===== config.mk =====
export PLATFORM = sky130hd
export DESIGN_NAME = json_key_string_extract
export DESIGN_NICKNAME = d
export VERILOG_FILES = /design/src/rtl/core/jkse_pkg.sv /design/src/rtl/core/jkse_cfg.sv /design/src/rtl/core/jkse_core.sv /design/src/rtl/core/json_key_string_extract.sv
export SDC_FILE = /design/constraint.sdc
export NUM_CORES = 1
export LEC_CHECK = 0
export ABC_AREA = 1
export BUFFER_PORTS_ARGS = -buffer_cell sky130_fd_sc_hd__buf_2
export CORE_ASPECT_RATIO = 1.25
export CORE_UTILIZATION = 40
export DETAILED_ROUTE_END_ITERATION = 6
export HOLD_SLACK_MARGIN = 0.15
export PLACE_DENSITY = 0.52
export REMOVE_ABC_BUFFERS = 1
export SYNTH_ARGS = -nofsm -noshare
export SYNTH_HDL_FRONTEND = slang
export SYNTH_SLANG_ARGS = --single-unit
export TNS_END_PERCENT = 1

===== constraint.sdc =====
create_clock -name clk -period 5.8 [get_ports clk]
set_input_delay 0.58 -clock clk [delete_from_list [all_inputs] [get_ports clk]]
set_output_delay 0.58 -clock clk [all_outputs]
set_load 0.005 [all_outputs]

===== src/rtl/core/jkse_pkg.sv =====
// Shared types and constants of the JSON key string extractor.
// No dependencies; jkse_cfg, jkse_core and the top level refer to it by scoped names, the testbench imports it.
package jkse_pkg;

	// Sizing defaults for the top level parameters
	localparam int MAX_KEY_CHARS_DEF = 24;
	localparam int MAX_OUT_SIZE_DEF  = 4096;

	// Key storage: three 64-bit registers of eight bytes each
	localparam int KEY_BYTES    = 24;
	localparam int CFG_IDX_W    = 3;
	localparam int CFG_DATA_W   = 64;
	localparam int KEY_LEN_W    = 5;
	localparam int OUT_SIZE_W   = 13;
	localparam int RST_KEY_LEN  = 1;
	localparam int RST_OUT_SIZE = 64;

	// Register indexes of the configuration port
	localparam logic [CFG_IDX_W-1:0] CFG_KEY_LOW  = 3'd0;
	localparam logic [CFG_IDX_W-1:0] CFG_KEY_MID  = 3'd1;
	localparam logic [CFG_IDX_W-1:0] CFG_KEY_HIGH = 3'd2;
	localparam logic [CFG_IDX_W-1:0] CFG_KEY_LEN  = 3'd3;
	localparam logic [CFG_IDX_W-1:0] CFG_OUT_SIZE = 3'd4;

	// Characters the parser reacts to
	localparam logic [7:0] CH_QUOTE  = 8'h22;
	localparam logic [7:0] CH_BSLASH = 8'h5C;
	localparam logic [7:0] CH_COLON  = 8'h3A;
	localparam logic [7:0] CH_SPACE  = 8'h20;
	localparam logic [7:0] CH_TAB    = 8'h09;
	localparam logic [7:0] CH_NL     = 8'h0A;
	localparam logic [7:0] CH_QMARK  = 8'h3F;
	localparam logic [7:0] CH_N      = 8'h6E;
	localparam logic [7:0] CH_T      = 8'h74;
	localparam logic [7:0] CH_U      = 8'h75;

	// Bytes dropped after a \u escape
	localparam logic [2:0] USKIP_N = 3'd4;

	// Parser phases
	typedef enum logic [6:0] {
		PH_MATCH = 7'b0000001,
		PH_COLON = 7'b0000010,
		PH_SPACE = 7'b0000100,
		PH_VALUE = 7'b0001000,
		PH_ESC   = 7'b0010000,
		PH_USKIP = 7'b0100000,
		PH_IDLE  = 7'b1000000
	} phase_t;

	// Key bytes plus what the parser needs to know about a colon inside the key
	typedef struct packed {
		logic [KEY_BYTES-1:0][7:0] chars;
		logic                      has_colon;
		logic                      tail_ok;
	} key_info_t;

endpackage


===== src/rtl/core/jkse_cfg.sv =====
// Configuration registers of the extractor and the key and limit values derived from them.
// Depends on jkse_pkg.
module jkse_cfg #(
	parameter int MAX_KEY_CHARS = jkse_pkg::MAX_KEY_CHARS_DEF,
	parameter int MAX_OUT_SIZE  = jkse_pkg::MAX_OUT_SIZE_DEF,
	parameter int EFF_MAX       = (MAX_KEY_CHARS < 31) ? MAX_KEY_CHARS : 31,
	parameter int LEN_W         = $clog2(EFF_MAX + 1),
	parameter int LIM_W         = $clog2(MAX_OUT_SIZE)
) (
	input  logic                                clk,
	input  logic                                arst_n,
	input  logic                                cfg_we,
	input  logic [jkse_pkg::CFG_IDX_W-1:0]      cfg_index,
	input  logic [jkse_pkg::CFG_DATA_W-1:0]     cfg_data,
	output jkse_pkg::key_info_t                 key,
	output logic [LEN_W-1:0]                    eff_len,
	output logic [LIM_W-1:0]                    limit
);

	localparam int RST_OS    = (jkse_pkg::RST_OUT_SIZE > MAX_OUT_SIZE) ?
	                           MAX_OUT_SIZE : jkse_pkg::RST_OUT_SIZE;
	localparam int RST_LIMIT = RST_OS - 1;

	logic [jkse_pkg::CFG_DATA_W-1:0] key_low_q, key_mid_q, key_high_q;
	logic [jkse_pkg::KEY_LEN_W-1:0]  key_len_q;
	logic [jkse_pkg::OUT_SIZE_W-1:0] out_size_q;
	logic                            has_colon_q, tail_ok_q;
	logic                            has_colon_d, tail_ok_d;
	logic [LIM_W-1:0]                limit_q;
	logic [16:0]                     os_ext;
	logic [16:0]                     os_clamp;

	// Register writes
	always_ff @(posedge clk or negedge arst_n) begin
		if (!arst_n) begin
			key_low_q  <= '0;
			key_mid_q  <= '0;
			key_high_q <= '0;
			key_len_q  <= jkse_pkg::KEY_LEN_W'(jkse_pkg::RST_KEY_LEN);
			out_size_q <= jkse_pkg::OUT_SIZE_W'(jkse_pkg::RST_OUT_SIZE);
		end else if (cfg_we) begin
			case (cfg_index)
				jkse_pkg::CFG_KEY_LOW:  key_low_q  <= cfg_data;
				jkse_pkg::CFG_KEY_MID:  key_mid_q  <= cfg_data;
				jkse_pkg::CFG_KEY_HIGH: key_high_q <= cfg_data;
				jkse_pkg::CFG_KEY_LEN:  key_len_q  <= cfg_data[jkse_pkg::KEY_LEN_W-1:0];
				jkse_pkg::CFG_OUT_SIZE: out_size_q <= cfg_data[jkse_pkg::OUT_SIZE_W-1:0];
				default: ;
			endcase
		end
	end

	// Key length saturates at the largest supported key
	assign eff_len = (key_len_q > jkse_pkg::KEY_LEN_W'(EFF_MAX)) ?
	                 LEN_W'(EFF_MAX) : LEN_W'(key_len_q);

	assign key.chars     = {key_high_q, key_mid_q, key_low_q};
	assign key.has_colon = has_colon_q;
	assign key.tail_ok   = tail_ok_q;

	// Colon in key: value may start right after the key only if the colon
	// is followed by nothing but spaces and tabs inside the key
	always_comb begin
		logic seen;
		seen        = 1'b0;
		has_colon_d = 1'b0;
		tail_ok_d   = 1'b1;
		for (int j = 0; j < jkse_pkg::KEY_BYTES; j++) begin
			if (int'(eff_len) > j) begin
				if (seen && !(key.chars[j] inside {jkse_pkg::CH_SPACE, jkse_pkg::CH_TAB}))
					tail_ok_d = 1'b0;
				if (key.chars[j] == jkse_pkg::CH_COLON) begin
					seen        = 1'b1;
					has_colon_d = 1'b1;
				end
			end
		end
	end

	// Output size: zero acts as one, large values saturate; limit is size minus one
	assign os_ext   = {4'b0, out_size_q};
	assign os_clamp = (os_ext == 17'd0) ? 17'd1 :
	                  (os_ext > 17'(MAX_OUT_SIZE)) ? 17'(MAX_OUT_SIZE) : os_ext;

	// Derived values are registered; the key match needs at least two items
	// before it reads them
	always_ff @(posedge clk or negedge arst_n) begin
		if (!arst_n) begin
			has_colon_q <= 1'b0;
			tail_ok_q   <= 1'b1;
			limit_q     <= LIM_W'(RST_LIMIT);
		end else begin
			has_colon_q <= has_colon_d;
			tail_ok_q   <= tail_ok_d;
			limit_q     <= LIM_W'(os_clamp - 17'd1);
		end
	end

	assign limit = limit_q;

endmodule


===== src/rtl/core/jkse_core.sv =====
// Input register, parser state machine and result register of the extractor.
// Depends on jkse_pkg; key and limit values come from jkse_cfg.
module jkse_core #(
	parameter int MAX_KEY_CHARS = jkse_pkg::MAX_KEY_CHARS_DEF,
	parameter int MAX_OUT_SIZE  = jkse_pkg::MAX_OUT_SIZE_DEF,
	parameter int EFF_MAX       = (MAX_KEY_CHARS < 31) ? MAX_KEY_CHARS : 31,
	parameter int LEN_W         = $clog2(EFF_MAX + 1),
	parameter int LIM_W         = $clog2(MAX_OUT_SIZE)
) (
	input  logic                clk,
	input  logic                arst_n,
	input  logic                s_tvalid,
	output logic                s_tready,
	input  logic [7:0]          s_tdata,
	input  logic                s_tlast,
	output logic                m_tvalid,
	input  logic                m_tready,
	output logic [7:0]          m_tdata,
	output logic                m_tlast,
	output logic [1:0]          m_tuser,
	input  jkse_pkg::key_info_t key,
	input  logic [LEN_W-1:0]    eff_len,
	input  logic [LIM_W-1:0]    limit
);

	localparam int MP_W = $clog2(EFF_MAX + 2);

	// Input stage
	logic       valid_s1;
	logic [7:0] byte_s1;
	logic       last_s1;
	logic       adv;

	// Parser state
	jkse_pkg::phase_t phase_q, phase_d;
	logic [MP_W-1:0]  mp_q, mp_d;
	logic [LIM_W-1:0] cnt_q, cnt_d;
	logic [2:0]       usk_q, usk_d;

	// Result register
	logic       out_valid_q;
	logic [7:0] out_byte_q;
	logic       out_has_q, out_done_q, out_found_q;

	logic [7:0] exp_b, kbyte, d, vb;
	logic       enter, fail, emit, dn, fd, hb, mp_done;
	logic [LIM_W:0] cnt_inc;

	// An item moves on when the result slot is free or being emptied
	assign adv      = valid_s1 && (!out_valid_q || m_tready);
	assign s_tready = !valid_s1 || adv;

	always_ff @(posedge clk or negedge arst_n) begin
		if (!arst_n) begin
			valid_s1 <= 1'b0;
		end else if (s_tready) begin
			valid_s1 <= s_tvalid;
		end
	end

	always_ff @(posedge clk) begin
		if (s_tvalid && s_tready) begin
			byte_s1 <= s_tdata;
			last_s1 <= s_tlast;
		end
	end

	// Key byte at match position minus one; bytes past the stored key read as zero
	always_comb begin
		kbyte = 8'h00;
		for (int k = 0; k < jkse_pkg::KEY_BYTES; k++) begin
			if (int'(mp_q) - 1 == k)
				kbyte = key.chars[k];
		end
	end

	assign exp_b   = (mp_q == '0 || int'(mp_q) == int'(eff_len) + 1) ? jkse_pkg::CH_QUOTE : kbyte;
	assign mp_done = (int'(mp_q) + 1 >= int'(eff_len) + 2);
	assign cnt_inc = {1'b0, cnt_q} + 1'b1;

	// Next state and result for the item in the input stage
	always_comb begin
		phase_d = phase_q;
		mp_d    = mp_q;
		cnt_d   = cnt_q;
		usk_d   = usk_q;
		enter   = 1'b0;
		fail    = 1'b0;
		emit    = 1'b0;
		d       = 8'h00;
		vb      = 8'h00;
		hb      = 1'b0;
		dn      = 1'b0;
		fd      = 1'b0;

		case (phase_q)
			jkse_pkg::PH_MATCH: begin
				if (byte_s1 == exp_b) begin
					if (mp_done) begin
						mp_d = '0;
						if (!key.has_colon)
							phase_d = jkse_pkg::PH_COLON;
						else if (key.tail_ok)
							enter = 1'b1;
						else
							fail = 1'b1;
					end else begin
						mp_d = mp_q + 1'b1;
					end
				end else begin
					// a stray quote may open the next candidate
					mp_d = (byte_s1 == jkse_pkg::CH_QUOTE) ? MP_W'(1) : '0;
				end
			end
			jkse_pkg::PH_COLON: begin
				if (byte_s1 == jkse_pkg::CH_COLON)
					phase_d = jkse_pkg::PH_SPACE;
			end
			jkse_pkg::PH_SPACE: begin
				if (!(byte_s1 inside {jkse_pkg::CH_SPACE, jkse_pkg::CH_TAB})) begin
					if (byte_s1 == jkse_pkg::CH_QUOTE)
						enter = 1'b1;
					else
						fail = 1'b1;
				end
			end
			jkse_pkg::PH_VALUE: begin
				if (cnt_q >= limit || byte_s1 == jkse_pkg::CH_QUOTE) begin
					dn      = 1'b1;
					fd      = 1'b1;
					phase_d = jkse_pkg::PH_IDLE;
				end else if (byte_s1 == jkse_pkg::CH_BSLASH && !last_s1) begin
					phase_d = jkse_pkg::PH_ESC;
				end else begin
					emit = 1'b1;
					d    = byte_s1;
				end
			end
			jkse_pkg::PH_ESC: begin
				emit    = 1'b1;
				phase_d = jkse_pkg::PH_VALUE;
				case (byte_s1)
					jkse_pkg::CH_N: d = jkse_pkg::CH_NL;
					jkse_pkg::CH_T: d = jkse_pkg::CH_TAB;
					jkse_pkg::CH_U: begin
						d       = jkse_pkg::CH_QMARK;
						usk_d   = jkse_pkg::USKIP_N;
						phase_d = jkse_pkg::PH_USKIP;
					end
					default: d = byte_s1;
				endcase
			end
			jkse_pkg::PH_USKIP: begin
				if (usk_q != 3'd0)
					usk_d = usk_q - 3'd1;
				if (usk_q <= 3'd1)
					phase_d = jkse_pkg::PH_VALUE;
			end
			default: ;
		endcase

		// Start of the value: its opening quote, or the key's closing quote when the key holds the colon
		if (enter) begin
			phase_d = jkse_pkg::PH_VALUE;
			cnt_d   = '0;
			if (limit == '0) begin
				dn      = 1'b1;
				fd      = 1'b1;
				phase_d = jkse_pkg::PH_IDLE;
			end
		end
		if (fail) begin
			dn      = 1'b1;
			fd      = 1'b0;
			phase_d = jkse_pkg::PH_IDLE;
		end
		// Emitted byte; the byte that fills the buffer also ends extraction
		if (emit) begin
			vb    = d;
			hb    = 1'b1;
			cnt_d = cnt_inc[LIM_W-1:0];
			if (cnt_inc >= {1'b0, limit}) begin
				dn      = 1'b1;
				fd      = 1'b1;
				phase_d = jkse_pkg::PH_IDLE;
			end
		end

		// End of text: report if not yet done, then start over
		if (last_s1) begin
			if (phase_d != jkse_pkg::PH_IDLE) begin
				dn = 1'b1;
				fd = phase_d inside {jkse_pkg::PH_VALUE, jkse_pkg::PH_ESC, jkse_pkg::PH_USKIP};
			end
			phase_d = jkse_pkg::PH_MATCH;
			mp_d    = '0;
			cnt_d   = '0;
			usk_d   = 3'd0;
		end
	end

	// State update
	always_ff @(posedge clk or negedge arst_n) begin
		if (!arst_n) begin
			phase_q <= jkse_pkg::PH_MATCH;
			mp_q    <= '0;
			cnt_q   <= '0;
			usk_q   <= 3'd0;
		end else if (adv) begin
			phase_q <= phase_d;
			mp_q    <= mp_d;
			cnt_q   <= cnt_d;
			usk_q   <= usk_d;
		end
	end

	// Result register
	always_ff @(posedge clk or negedge arst_n) begin
		if (!arst_n) begin
			out_valid_q <= 1'b0;
		end else if (adv) begin
			out_valid_q <= hb || dn;
		end else if (m_tready) begin
			out_valid_q <= 1'b0;
		end
	end

	always_ff @(posedge clk) begin
		if (adv) begin
			out_byte_q  <= vb;
			out_has_q   <= hb;
			out_done_q  <= dn;
			out_found_q <= fd;
		end
	end

	assign m_tvalid = out_valid_q;
	assign m_tdata  = out_byte_q;
	assign m_tlast  = out_done_q;
	assign m_tuser  = {out_found_q, out_has_q};

endmodule


===== src/rtl/core/json_key_string_extract.sv =====
// Top level of the JSON key string extractor; depends on jkse_pkg, jkse_cfg and jkse_core.
// Path: a text item is taken into the input register, then its result into the result register.
// Throughput: one text item per cycle; a result held by m_tready low stops the input
// once the input register is also full.
// Reset (arst_n, asynchronous, active low): parser back to key matching, registers to defaults.
module json_key_string_extract #(
	parameter int MAX_KEY_CHARS = jkse_pkg::MAX_KEY_CHARS_DEF,
	parameter int MAX_OUT_SIZE  = jkse_pkg::MAX_OUT_SIZE_DEF
) (
	input  logic                            clk,
	input  logic                            arst_n,
	input  logic                            s_tvalid,
	output logic                            s_tready,
	input  logic [7:0]                      s_tdata,   // text_byte
	input  logic                            s_tlast,   // last
	output logic                            m_tvalid,
	input  logic                            m_tready,
	output logic [7:0]                      m_tdata,   // value_byte
	output logic                            m_tlast,   // done_res
	output logic [1:0]                      m_tuser,   // has_byte, found
	input  logic                            cfg_we,
	input  logic [jkse_pkg::CFG_IDX_W-1:0]  cfg_index,
	input  logic [jkse_pkg::CFG_DATA_W-1:0] cfg_data
);

	localparam int EFF_MAX = (MAX_KEY_CHARS < 31) ? MAX_KEY_CHARS : 31;
	localparam int LEN_W   = $clog2(EFF_MAX + 1);
	localparam int LIM_W   = $clog2(MAX_OUT_SIZE);

	jkse_pkg::key_info_t key;
	logic [LEN_W-1:0]    eff_len;
	logic [LIM_W-1:0]    limit;

	jkse_cfg #(
		.MAX_KEY_CHARS (MAX_KEY_CHARS),
		.MAX_OUT_SIZE  (MAX_OUT_SIZE),
		.EFF_MAX       (EFF_MAX),
		.LEN_W         (LEN_W),
		.LIM_W         (LIM_W)
	) u_cfg (
		.clk       (clk),
		.arst_n    (arst_n),
		.cfg_we    (cfg_we),
		.cfg_index (cfg_index),
		.cfg_data  (cfg_data),
		.key       (key),
		.eff_len   (eff_len),
		.limit     (limit)
	);

	jkse_core #(
		.MAX_KEY_CHARS (MAX_KEY_CHARS),
		.MAX_OUT_SIZE  (MAX_OUT_SIZE),
		.EFF_MAX       (EFF_MAX),
		.LEN_W         (LEN_W),
		.LIM_W         (LIM_W)
	) u_core (
		.clk      (clk),
		.arst_n   (arst_n),
		.s_tvalid (s_tvalid),
		.s_tready (s_tready),
		.s_tdata  (s_tdata),
		.s_tlast  (s_tlast),
		.m_tvalid (m_tvalid),
		.m_tready (m_tready),
		.m_tdata  (m_tdata),
		.m_tlast  (m_tlast),
		.m_tuser  (m_tuser),
		.key      (key),
		.eff_len  (eff_len),
		.limit    (limit)
	);

endmodule


==> results.md, run 1 <==
* Status: complete, no violations
* Number of CTS-inserted buffers at 30
* Maximum buffer depth of the clock tree at 3
* Main synth FF type: dfrtp_1
* Pre-CTS WS at -0.539 ns
* Core region area at 0.0411 sq mm
* 1st-pass router iterations at 5
* PD cells at 320 mW/mm^2
* Async set-or-reset flop fraction in the synthesized netlist at 92.7%
* Met1 usage at 33.0%
* Clock sinks at 273
* Clock Tree Root: clkbuf_16
* Routability congestion estimate at 0.963
* Gr usage total at 27.8%
* Worst setup SP type: register
* Max-slew violation count at 0
* Hold path cells at 1
* Finish-stage setup viols at 0
* Share of layout cells above drive strength 1 at 12.2%
* Post-Syn Area at 0.0167 sq mm
* Routed Antenna Nets at 0
* Seq cells post-synth at 273
* Crit path time final at 5.60 ns
* CTS tree: done
* Final Skew at 0.0229 ns
* F_max at 178 MHz
* Sequential cell area fraction in the yosys report at 41.6%
* H-tree Lvls at 1
* Initial antenna violation count at 0
* Largest fanout on the critical path at 8
* Number of distinct library cells after synthesis at 68
* CP arrival at 6.07 ns
* Hold Crit Class: primary input to register
* FF-to-FF End: u_cfg.tail_ok_q
* DR vias at 15500
* Die Y-Extent at 230 um
* First-pass GRT wire length at 89500 um
* I/O Buffers at 93
* DR DRC count at 0
* Layout area overhead at 14.8%
* DIE AREA at 0.0425 sq mm
* Period utilisation layout at 96.6%
* Reg2Reg Depth at 28
* Max-Cap Viols at 0
* Flop2flop setup slack at 0.20 ns
* Most common cell after layout, fill and taps aside: nand2_1
* Area of placed instances at 0.0178 sq mm
* Most frequent cells in the layout: 613 x nand2_1, 349 x inv_1, 299 x o21ai_0
* Lkg Pwr at 9.52 nW
* Ant diodes at 0
* Syn Inst Count at 2297
* Max_slew headroom at 26.8%
* Routed WL per cell at 19.5 um
* Vias in the first global route at 15200
* CP peak stage delay at 0.55 ns
* Final Cell Area at 0.0191 sq mm
* Non-filler instance count after layout at 2977
* I/O Pins at 94
* Largest net degree at the start of global routing at 140
* Hold Crit Start: s_tdata[5]
* Number of synthesized flops with an enable pin at 20
* Net count, final at 2534
* Most Frequent Cell on Critical Path: nand2_2
* Final Worst Setup Slack at 0.196 ns
* Tot Pwr at 6.12 mW
* R2R Path Start: u_cfg.key_len_q[0]
* Hold Path End: u_core.byte_s1[5]
* Fin. Hold Viols at 0
* Syn Area/Cell at 7.26 sq um
* CP endpoint kind: register
* Most Used Layer, Global Route: met2
* Initial Utilization at 40.6%
* Grt met3 use at 2.57%
* Crit path kind: register to register
* Critical Path RT at 6.27 ns
* Vias per inst at 5.22
* Placed insts at 2909
* Detailed placement HPWL at 46100 um
* Grt total ovfl at 0
* Max IR drop VDD at 0.239 mV
* Ys Warns at 0
* Die W at 185 um
* DRT iter0 DRCs at 981
* Filler instances at 4313
* Least-Margin Pin Slew at 1.09 ns
* Clk pin slew, worst setup/hold paths at 0.06 ns
* Met2 GRT Util at 50.3%
* Clock latency on the worst-skew pair at 0.58 ns
* Drt total wl at 58000 um
* Row cnt at 83
* Crit-path slowest cell: dfstp_2
==> sequential cells by signal, summed over array words and instances, names as in the netlist, 7 cells and up <==
| name | cells |
|---|---|
| u_core.phase_q | 7 |
| u_core.m_tdata | 8 |
| u_cfg.key_mid_q | 64 |
| u_cfg.limit | 12 |
| u_cfg.key_low_q | 64 |
| u_core.cnt_q | 12 |
| u_core.byte_s1 | 8 |
| u_cfg.key_high_q | 64 |
| u_cfg.out_size_q | 13 |
==> critical path: cells and delay by family (launching register included) <==
| family | cells | cell delay, ns |
|---|---|---|
| AO/OA/AOI/OAI | 12 | 2.66 |
| adder cells (fa/ha/maj) | 1 | 0.28 |
| buffers and inverters | 3 | 0.37 |
| flip-flops | 1 | 0.55 |
| AND/OR/NAND/NOR | 12 | 1.62 |
==> routing by layer <==
metal | wire length (um) | up-vias
li1 | - | 7699
met2 | 29500 | 394
met3 | 2160 | 124
met1 | 23600 | 7320
met5 | 0 | -
met4 | 2750 | 0
==> area by class of cell <==
type / count / area [sq um] / area share (%)
tap: 552 / 691 / 3.61
clock buffer: 42 / 877 / 4.58
clock inverter: 11 / 143 / 0.745
sequential: 273 / 6950 / 36.3
multi-input combinational: 1587 / 8230 / 43.0
inverter: 371 / 1400 / 7.31
timing repair buffer: 141 / 855 / 4.46
==> worst max path at each step <==
stage                  startpoint  depth (start not counted)  slack, ns              end
2_1_floorplan  u_cfg.key_len_q[4]                         33       1.50  u_cfg.tail_ok_q
4_1_cts        u_cfg.key_len_q[3]                         36       0.02  u_cfg.tail_ok_q
3_5_place_dp   u_cfg.key_len_q[3]                         33      -0.54  u_cfg.tail_ok_q
3_3_place_gp   u_cfg.key_len_q[3]                         33      -0.71  u_cfg.tail_ok_q
5_1_grt        u_cfg.key_len_q[0]                         34      -0.01  u_cfg.tail_ok_q
6_report       u_cfg.key_len_q[0]                         28       0.20  u_cfg.tail_ok_q
==> cell families (layout without fill, tap and decap cells) <==
group           Yosys count  after routing  synth area share [%]
simple gates           1061           1061                  27.7
flops                   273            273                  41.6
compound gates          449            449                  15.3
buf+inv                 437            565                  10.2
fa+ha+maj                49             49                  3.68
xor+xnor                 28             28                  1.47
==> power breakdown <==
part | switching, mW | total, mW | leakage, nW | internal (mW)
registers | 0.421 | 2.72 | 3.39 | 2.30
logic | 0.913 | 1.42 | 5.64 | 0.505
clock network | 0.807 | 1.99 | 0.494 | 1.18
==> per-stage QoR <==
stage,setup TNS [ns],util [%],hold WS [ns]
after floorplan,0,-,0.284
after global placement,-0.829,43.3,0.473
after detailed placement,-0.570,43.3,0.477
after CTS,0,46.1,0.159
after global routing,-0.0115,46.5,0.170
final,0,46.5,0.188
==> cells in the mapped netlist, drive strengths merged, types with 4 or more instances <==
cell | n | area [sq um]
nand2 | 628 | 2390
inv | 365 | 1370
o21ai | 318 | 1600
dfrtp | 243 | 6080
nor2 | 160 | 681
nand3 | 142 | 736
clkbuf | 50 | 188
ha | 49 | 613
a21oi | 47 | 262
nand4 | 35 | 225
nor3 | 30 | 150
nor4 | 30 | 188
xor2 | 24 | 210
edfxtp | 20 | 601
buf | 16 | 121
or2 | 15 | 93.8
nand3b | 13 | 97.6
a31oi | 11 | 68.8
dfstp | 10 | 263
o2111ai | 9 | 78.8
o211ai | 9 | 72.6
o31ai | 7 | 66.3
clkinv | 6 | 22.5
o22ai | 6 | 37.5
o311ai | 6 | 52.6
a2111oi | 5 | 43.8
a22o | 5 | 43.8
a211oi | 4 | 35.0
nor3b | 4 | 30.0
xnor2 | 4 | 35.0
==> what timing repair did <==
| action | 4_1_cts | 5_1_grt |
|---|---|---|
| setup endpoints to repair | 2 | 2 |
| setup buffers | 4 | 10 |
| hold buffers | 1 | 0 |
| resized for setup | 22 | 19 |
| pin swaps | 4 | 14 |
| hold endpoints to repair | 30 | 0 |
(Power assumes the default switching activity.)
==> run 2, diff against run 1 <==
- SYNTH_HIERARCHICAL: unset -> 1
==> run 2 against run 1 <==
Sequential cell count did not move. Critical endpoint is now u_core/out_found_q. Sequential share of layout area is 0.63 points higher. Clock skew down 0.012 ns. Worst hold slack lost 0.0023 ns.
==> results.md, run 2 <==
* Row cnt at 83
* Share of layout cells above drive strength 1 at 10.7%
* Max-Cap Viols at 0
* 1st-pass router iterations at 6
* I/O Pins at 94
* Routed WL per cell at 19.4 um
* F_max at 185 MHz
* Net count, final at 2525
* Routability congestion estimate at 0.940
* DR vias at 15600
* Clock group share of total power at 32.2%
* Least-Margin Pin Slew at 0.909 ns
* Syn Inst Count at 2326
* Seq cells post-synth at 273
* Top area cells in the synthesized netlist: dfrtp_1 36%, nand2_1 14%, o21ai_0 8.1%
* DRT iter0 DRCs at 1347
* CP arrival at 5.71 ns
* Placed insts at 2921
* Crit-path slowest cell: dfrtp_2
* Area of placed instances at 0.0178 sq mm
* Share of power burned in registers at 47.1%
* Max_slew headroom at 39.2%
* Number of synthesized flops with an enable pin at 20
* Top post-synthesis cells by count: 616 x nand2_1, 308 x inv_1, 271 x o21ai_0
* First-pass GRT wire length at 89000 um
* Number of CTS-inserted buffers at 29
* Main synth FF type: dfrtp_1
* Filler instances at 4357
* Sequential cell area fraction in the yosys report at 41.4%
* # Post-CTS Setup Buffers at 0
* CP peak stage delay at 0.48 ns
* Max-slew violation count at 0
* Grt total ovfl at 0
* Area leader, netlist: dfrtp_1
* Sw Pwr at 2.06 mW
* Switching Fraction at 35.0%
* Status: complete, no violations
* Most Frequent Cell on Critical Path: nand2_1
* Number of distinct library cells after synthesis at 64
* Combinational cell fraction of total power at 20.7%
* DIE AREA at 0.0428 sq mm
* Finish-stage setup viols at 0
* Die Y-Extent at 231 um
* Area of the multi-input gates at 0.00833 sq mm
* Setup Total Neg Slack at 0 ns
* CP endpoint kind: register
* FF+latch area at 0.00695 sq mm
* Final Skew at 0.0106 ns
* Ys Warns at 6
* Ant diodes at 0
* Syn Area/Cell at 7.22 sq um
* Die W at 185 um
* Initial Utilization at 40.7%
* Post-Syn Area at 0.0168 sq mm
* Final Cell Area at 0.0188 sq mm
* Clock sinks at 273
* Non-filler instance count after layout at 2976
* Layout area overhead at 12.1%
* Max IR drop VDD at 0.241 mV
* Most frequent cells in the layout: 615 x nand2_1, 307 x inv_1, 271 x o21ai_0
* Vias per inst at 5.24
* RSZ-0062 raised after global routing: no
* Final Worst Setup Slack at 0.408 ns
* Critical Path RT at 6.12 ns
* Core region area at 0.0412 sq mm
* Routed Antenna Nets at 0
* Async set-or-reset flop fraction in the synthesized netlist at 92.7%
* Internal power at 3.83 mW
* Worst setup SP type: register
* Largest net degree at the start of global routing at 124
* Tot Pwr at 5.89 mW
* Crit path time final at 5.39 ns
* Most common cell after layout, fill and taps aside: nand2_1
* Lkg Pwr at 9.51 nW
* Detailed placement HPWL at 45700 um
* Pre-CTS WS at 0.208 ns
* DR DRC count at 0
* Crit path kind: register to register
* Gr usage total at 27.4%
* Initial antenna violation count at 0
* PD cells at 313 mW/mm^2
* CTS tree: done
* Vias in the first global route at 15200
* Hold Crit Class: primary input to register
* Maximum buffer depth of the clock tree at 3
* Clk pin slew, worst setup/hold paths at 0.06 ns
* H-tree Lvls at 1
* I/O Buffers at 93
* Clock Tree Root: clkbuf_16
* Fin. Hold Viols at 0
* Most frequent cell after synthesis: nand2_1
* Largest fanout on the critical path at 16
* Period utilisation layout at 93.0%
* Largest registers: u_cfg/key_high_q: 64 flops, u_cfg/key_low_q: 64 flops, u_cfg/key_mid_q: 64 flops
* Clock latency on the worst-skew pair at 0.57 ns
* Drt total wl at 57700 um
* Post-synth top area share at 36.2%
-- run 2: worst paths after layout --
check,slack [ns],depth (start not counted),to,startpoint
hold / removal,0.19,1,u_core/byte_s1[1],s_tdata[1]
setup reg to reg,0.41,39,u_core/out_found_q,u_core/mp_q[1]
min in group asynchronous,0.59,2,u_core/cnt_q[1],arst_n
hold reg to reg,0.48,2,u_core/usk_q[1],u_core/usk_q[1]
max in group asynchronous,4.09,3,u_cfg/key_low_q[44],arst_n
setup / recovery,0.41,39,u_core/out_found_q,u_core/mp_q[1]
-- run 2: power by group through the flow --
stage / logic [mW] / clock network [mW] / registers [mW]
floorplan: 0.865 / 0 / 2.57
global placement: 1.19 / 0 / 2.80
detailed placement: 1.22 / 0 / 2.81
CTS: 1.22 / 1.95 / 2.78
global route: 1.41 / 2.03 / 2.82
finish: 1.22 / 1.90 / 2.77
-- run 2: final cells by class --
class                      count  area share, %
multi-input combinational   1658           44.3
sequential                   273           36.9
inverter                     324           6.47
clock buffer                  37           4.17
tap                          552           3.67
timing repair buffer         115           3.48
clock inverter                17           1.02
-- run 2: metal layers --
| layer | GRT usage, % | vias up | part of all wire [%] |
|---|---|---|---|
| li1 | - | 7710 | - |
| met1 | 33.1 | 7409 | 41 |
| met2 | 49.9 | 376 | 51 |
| met3 | 2.15 | 96 | 3.6 |
| met4 | 10.8 | 0 | 3.9 |
| met5 | 0 | - | 0 |
-- run 2: worst max-delay path, delay by kind of cell (launching register included) --
kind,cells,cell delay [ns]
AO/OA/AOI/OAI,4,0.66
XOR/XNOR,1,0.22
flip-flops,1,0.48
adder cells (fa/ha/maj),1,0.23
AND/OR/NAND/NOR,31,3.34
buffers and inverters,2,0.20
-- run 2: logic make-up (layout without fill, tap and decap cells) --
group,count (synthesis),in the layout,synth area share (%)
xor gates and xnor gates,33,33,1.83
DFF,273,273,41.4
adders and majority gates,43,43,3.20
and+or+nand+nor,1162,1162,30.9
AOI/OAI and AO/OA,420,420,13.5
buffers and inverters,395,493,9.18
-- run 2: timing repair --
action | in CTS | in global routing
resized for setup | 0 | 7
endpoints found under the setup margin | 0 | 16
hold endpoints to repair | 87 | 0
hold buffers | 1 | 0
-- run 2: stage by stage --
step	hold slack, ns	util (%)
after global placement	0.475	43.2
after detailed placement	0.473	43.2
final	0.186	45.7
after global routing	0.167	45.7
after CTS	0.159	45.6
after floorplan	0.284	-
